**src/design/ssb_pkg.sv**
```systemverilog
package ssb_pkg;

  localparam int MAX_SPRITES      = 64;
  localparam int VERTS_PER_SPRITE = 6;
  localparam int IDX_W            = $clog2(MAX_SPRITES);
  localparam int CNT_W            = $clog2(MAX_SPRITES + 1);
  localparam int TEX_W            = 32;
  localparam int DEPTH_W          = 32;
  localparam int VTX_W            = 9;
  localparam int MODE_W           = 2;

  // Sort modes as written into the mode register.
  localparam logic [MODE_W-1:0] MODE_DEPTH_ASC  = 2'd0;
  localparam logic [MODE_W-1:0] MODE_DEPTH_DESC = 2'd1;
  localparam logic [MODE_W-1:0] MODE_TEXTURE    = 2'd2;
  localparam logic [MODE_W-1:0] MODE_RESET      = MODE_TEXTURE;

  // Register byte address of the sort mode register.
  localparam logic [2:0] ADDR_SORT_MODE = 3'd0;

  // Commands from the controller to the datapath.
  typedef struct packed {
    logic             insert;
    logic             load;
    logic             first;
    logic             final_item;
    logic             overflow;
    logic [CNT_W-1:0] count;
    logic [IDX_W-1:0] pos;
  } ssb_cmd_t;

endpackage

```
**src/design/ssb_ctrl.sv**
```systemverilog
module ssb_ctrl
  import ssb_pkg::*;
(
  input  logic     clk,
  input  logic     rst,
  input  logic     in_valid,
  input  logic     in_last,
  output logic     in_ready,
  output logic     out_valid,
  input  logic     out_ready,
  output ssb_cmd_t cmd
);

  typedef enum logic [1:0] {
    S_COLLECT = 2'b01,
    S_EMIT    = 2'b10
  } state_t;

  state_t           state;
  state_t           state_next;
  logic [CNT_W-1:0] count;
  logic [CNT_W-1:0] count_next;
  logic [IDX_W-1:0] pos;
  logic             dropped;
  logic             accept;
  logic             full;
  logic             load;

  assign full     = (count == CNT_W'(MAX_SPRITES));
  assign in_ready = (state == S_COLLECT);
  assign accept   = in_valid && in_ready;
  assign load     = (state == S_EMIT) && (!out_valid || out_ready);

  assign cmd.insert     = accept && !full;
  assign cmd.load       = load;
  assign cmd.first      = (pos == '0);
  assign cmd.final_item = (count == CNT_W'(1));
  assign cmd.overflow   = dropped;
  assign cmd.count      = count;
  assign cmd.pos        = pos;

  // Phase sequencing and sprite count.
  always_comb begin
    state_next = state;
    count_next = count;
    unique case (state)
      S_COLLECT: begin
        if (accept) begin
          if (!full) begin
            count_next = count + CNT_W'(1);
          end
          if (in_last) begin
            state_next = S_EMIT;
          end
        end
      end
      S_EMIT: begin
        if (load) begin
          count_next = count - CNT_W'(1);
          if (count == CNT_W'(1)) begin
            state_next = S_COLLECT;
          end
        end
      end
      default: begin
        state_next = S_COLLECT;
      end
    endcase
  end

  always_ff @(posedge clk) begin
    if (rst) begin
      state     <= S_COLLECT;
      count     <= '0;
      pos       <= '0;
      dropped   <= 1'b0;
      out_valid <= 1'b0;
    end else begin
      state <= state_next;
      count <= count_next;
      // The drop flag lives for one set and clears after its last result.
      if (accept && full) begin
        dropped <= 1'b1;
      end else if (load && count == CNT_W'(1)) begin
        dropped <= 1'b0;
      end
      if (load) begin
        pos <= (count == CNT_W'(1)) ? '0 : pos + IDX_W'(1);
      end
      if (load) begin
        out_valid <= 1'b1;
      end else if (out_ready) begin
        out_valid <= 1'b0;
      end
    end
  end

endmodule
```
**config.mk**
```make
export PLATFORM = sky130hd
export DESIGN_NAME = ssb_ctrl
export DESIGN_NICKNAME = d
export VERILOG_FILES = /design/src/design/ssb_pkg.sv /design/src/design/ssb_ctrl.sv
export SDC_FILE = /design/constraint.sdc
export NUM_CORES = 1
export LEC_CHECK = 0
export ABC_CLOCK_PERIOD_IN_PS = 1900
export BUFFER_PORTS_ARGS = -buffer_cell sky130_fd_sc_hd__buf_2
export CORE_UTILIZATION = 52
export DETAILED_ROUTE_END_ITERATION = 10
export PLACE_DENSITY = 0.8
export SLEW_MARGIN = 15
export SYNTH_ARGS = -nofsm -noshare
export SYNTH_HDL_FRONTEND = slang
export SYNTH_SLANG_ARGS = --single-unit
```
**constraint.sdc**
```tcl
create_clock -name clk -period 1.9 [get_ports clk]
set_input_delay 0.095 -clock clk [delete_from_list [all_inputs] [get_ports clk]]
set_output_delay 0.095 -clock clk [all_outputs]
set_load 0.05 [all_outputs]
```
==> flow_metrics.tcl <==
set metrics [dict create \
    synth_seq_cells 17 \
    reg2reg_from "count[0]$_SDFFE_PP0P_" \
    rr_worst_depth 5 \
    area_delta_synth_final_pct 13.9 \
    power_density_nw_per_um2 593 \
    antenna_found_initial 0 \
    core_area_um2 1800 \
    cts.htree.levels 1 \
    wl_met2_um 988 \
    cts_buffers 3 \
    vias 899 \
    numClockSinks 17 \
    antenna_cells 0 \
    arrival_ns 1.69 \
    drc 0 \
    synth_edf_count 0 \
    slew_violations 0 \
    drtIter0Drc 13 \
    postSynthCellCount 117 \
    gp_congestion 0.928 \
    power_uw 706 \
    crit_path_top_delay_cell "dfxtp_2" \
    drt-pass1-iter-count 6 \
    crit_type "flop to output port" \
    yosys_warnings 0 \
    grt_usage_pct 21.1 \
    routed_via_density 5.48 \
    top_layer_used "met4" \
    critPathTopFamily "flip-flops" \
    rows 15 \
    wl_met3_um 64 \
    utilization_pct 66.1 \
    dieArea_um2 2190 \
    yosys-top-cells-area "dfxtp_1 (33%), ha_1 (7.2%), mux2_4 (5.7%)" \
    cp.required_ns 1.80 \
    maxCapViolCount 0 \
    cts-root-buf "clkbuf_4" \
    synth_nets 128 \
    fin_crit_ns 1.79 \
    cts_tree "yes" \
    synth_top_cell_by_area "dfxtp_1" \
    crit_buf_inv 2 \
    ant_nets 0 \
    die_h_um 46.9 \
    grt_pass1_vias 805 \
    syn_area_per_cell_um2 8.94 \
    routed_wl_um 2030 \
    clock_latency_ns 0.29 \
    register_area_um2 344 \
    portBuffers 24 \
    yosysSeqAreaShare_pct 32.5 \
    die_w_um 46.9 \
    hold_buffers 0 \
    drive_gt1_share_pct 33.1 \
    rrSetupSlack_ns 0.19 \
    worst_slew_pin_slew_ns 0.399 \
    fillers 165 \
    regToRegEndpoint "count[5]$_SDFFE_PP0P_" \
    dp.final_hpwl_um 1530 \
    fmax_mhz 559 \
    power_leakage_nw 0.523 \
    rsz0062_at_grt "no" \
    irDropWorstVdd_uv 512 \
    setup_viol 0 \
    status "completed" \
    worstSetupStartpoint "count[3]$_SDFFE_PP0P_" \
    period_share_pct 94.1 \
    synth_common_cells "dfxtp_1 (17), nor2_1 (13), inv_1 (8), nor2b_1 (8), nand3_1 (7)" \
    synth_top_area_share_pct 32.5 \
    ys_async_sr_fraction_pct 0 \
    io_pins 25 \
    start_util_pct 58.1 \
    synthesis.area_um2 1050 \
    yosysMostFrequentCell "dfxtp_1" \
    overflow 0 \
    hold_viol_final 0 \
    cp-end-kind "output port" \
    crit_cells 4 \
    start_kind "flop" \
    endpoint "cmd[17]" \
    hp-class "input port to flop" \
    wl_per_cell_um 12.4 \
    grt_pass1_wl_um 3360 \
    relSlewSlack_pct 73.4 \
    setup_tns_ns 0 \
    clkTransAtPathRegs_ns 0.11 \
    multiInputGateArea_um2 628 \
    max_stage_delay_ns 0.38 \
    ys.flop_type "dfxtp_1" \
    critPathMaxFanout 9 \
    met1Wirelength_um 965 \
    grt_max_degree 18 \
    netlist-cell-type-count 33 \
    finalClockSkew_ns 0.00584 \
    path_cells "nor4_4, a31o_2, inv_1, clkbuf_4" \
    final_net_count 151 \
    clk_path_buf_depth 2 \
]
cell families after synthesis:
kind of cell / Yosys count / synth area share (%)
AND/OR/NAND/NOR: 51 / 27.0
flip-flops: 17 / 32.5
buffers and inverters: 15 / 7.65
multiplexers: 6 / 7.78
XOR/XNOR: 6 / 5.02
adder cells (fa/ha/maj): 6 / 7.18
AO/OA/AOI/OAI: 16 / 12.8
metal layers:
metal / track usage (%) / vias to the layer above
met2: 37.5 / 21
met4: 5.14 / 0
li1: - / 450
met5: 0 / -
met1: 26.5 / 426
met3: 3.46 / 2
sequential cells by signal, summed over array words and instances, names as in the netlist:
signal / flops
count: 7
dropped: 1
out_valid: 1
pos: 6
state: 2
worst min-delay path by stage:
stage	start	endpoint	slack, ns	depth (start not counted)
3_5_place_dp	in_last	state[1]$_SDFFE_PP0P_	0.42	3
6_report	in_valid	state[1]$_SDFFE_PP0P_	0.10	3
5_1_grt	in_last	state[1]$_SDFFE_PP0P_	0.10	3
4_1_cts	in_last	state[1]$_SDFFE_PP0P_	0.11	3
2_1_floorplan	in_valid	state[1]$_SDFFE_PP0P_	0.27	2
3_3_place_gp	in_valid	state[1]$_SDFFE_PP0P_	0.40	3
worst register-to-register path: cells and delay by family, from the launching register on:
| kind | cells | cell delay (ns) |
|---|---|---|
| compound gates | 2 | 0.54 |
| fa+ha+maj | 1 | 0.23 |
| flops | 1 | 0.40 |
| buf+inv | 1 | 0.12 |
| mux | 1 | 0.31 |
power breakdown:
part	switching [mW]	internal [mW]	total [mW]
logic	0.0930	0.0392	0.132
registers	0.0120	0.365	0.377
clock network	0.118	0.0780	0.196
repair_timing:
item | CTS | global route
resized for setup | 0 | 2
setup buffers | 0 | 0
endpoints found under the setup margin | 0 | 2
per-stage QoR:
stage | instances | worst slack (ns) | cell area (µm²) | hold slack, ns
after floorplan | 117 | 0.00483 | 1050 | 0.268
after global placement | 160 | 0.269 | 1160 | 0.396
after detailed placement | 160 | 0.217 | 1160 | 0.417
after CTS | 164 | 0.0872 | 1190 | 0.107
after global routing | 164 | 0.0221 | 1190 | 0.101
final | 164 | 0.112 | 1190 | 0.104
final cells by class:
cell class                      instances  share of cell area [%]
Multi-Input combinational cell         85                    52.7
Clock inverter                          1                   0.420
Timing Repair Buffer                   25                    10.9
Sequential cell                        17                    28.9
Tap cell                               25                    2.63
Clock buffer                            3                    1.89
Inverter                                8                    2.52
cells in the final DEF (no fill, tap or decap), types with 4 or more instances in the layout:
cell	n
nor2b_1	8
nor2_1	13
inv_1	8
clkbuf_4	4
nand3_1	7
ha_1	6
nand4_1	6
a21oi_1	5
mux2_4	4
a22oi_2	4
xnor2_1	4
dfxtp_1	14
buf_2	23
No activity file was read; power rests on OpenSTA's default activity.
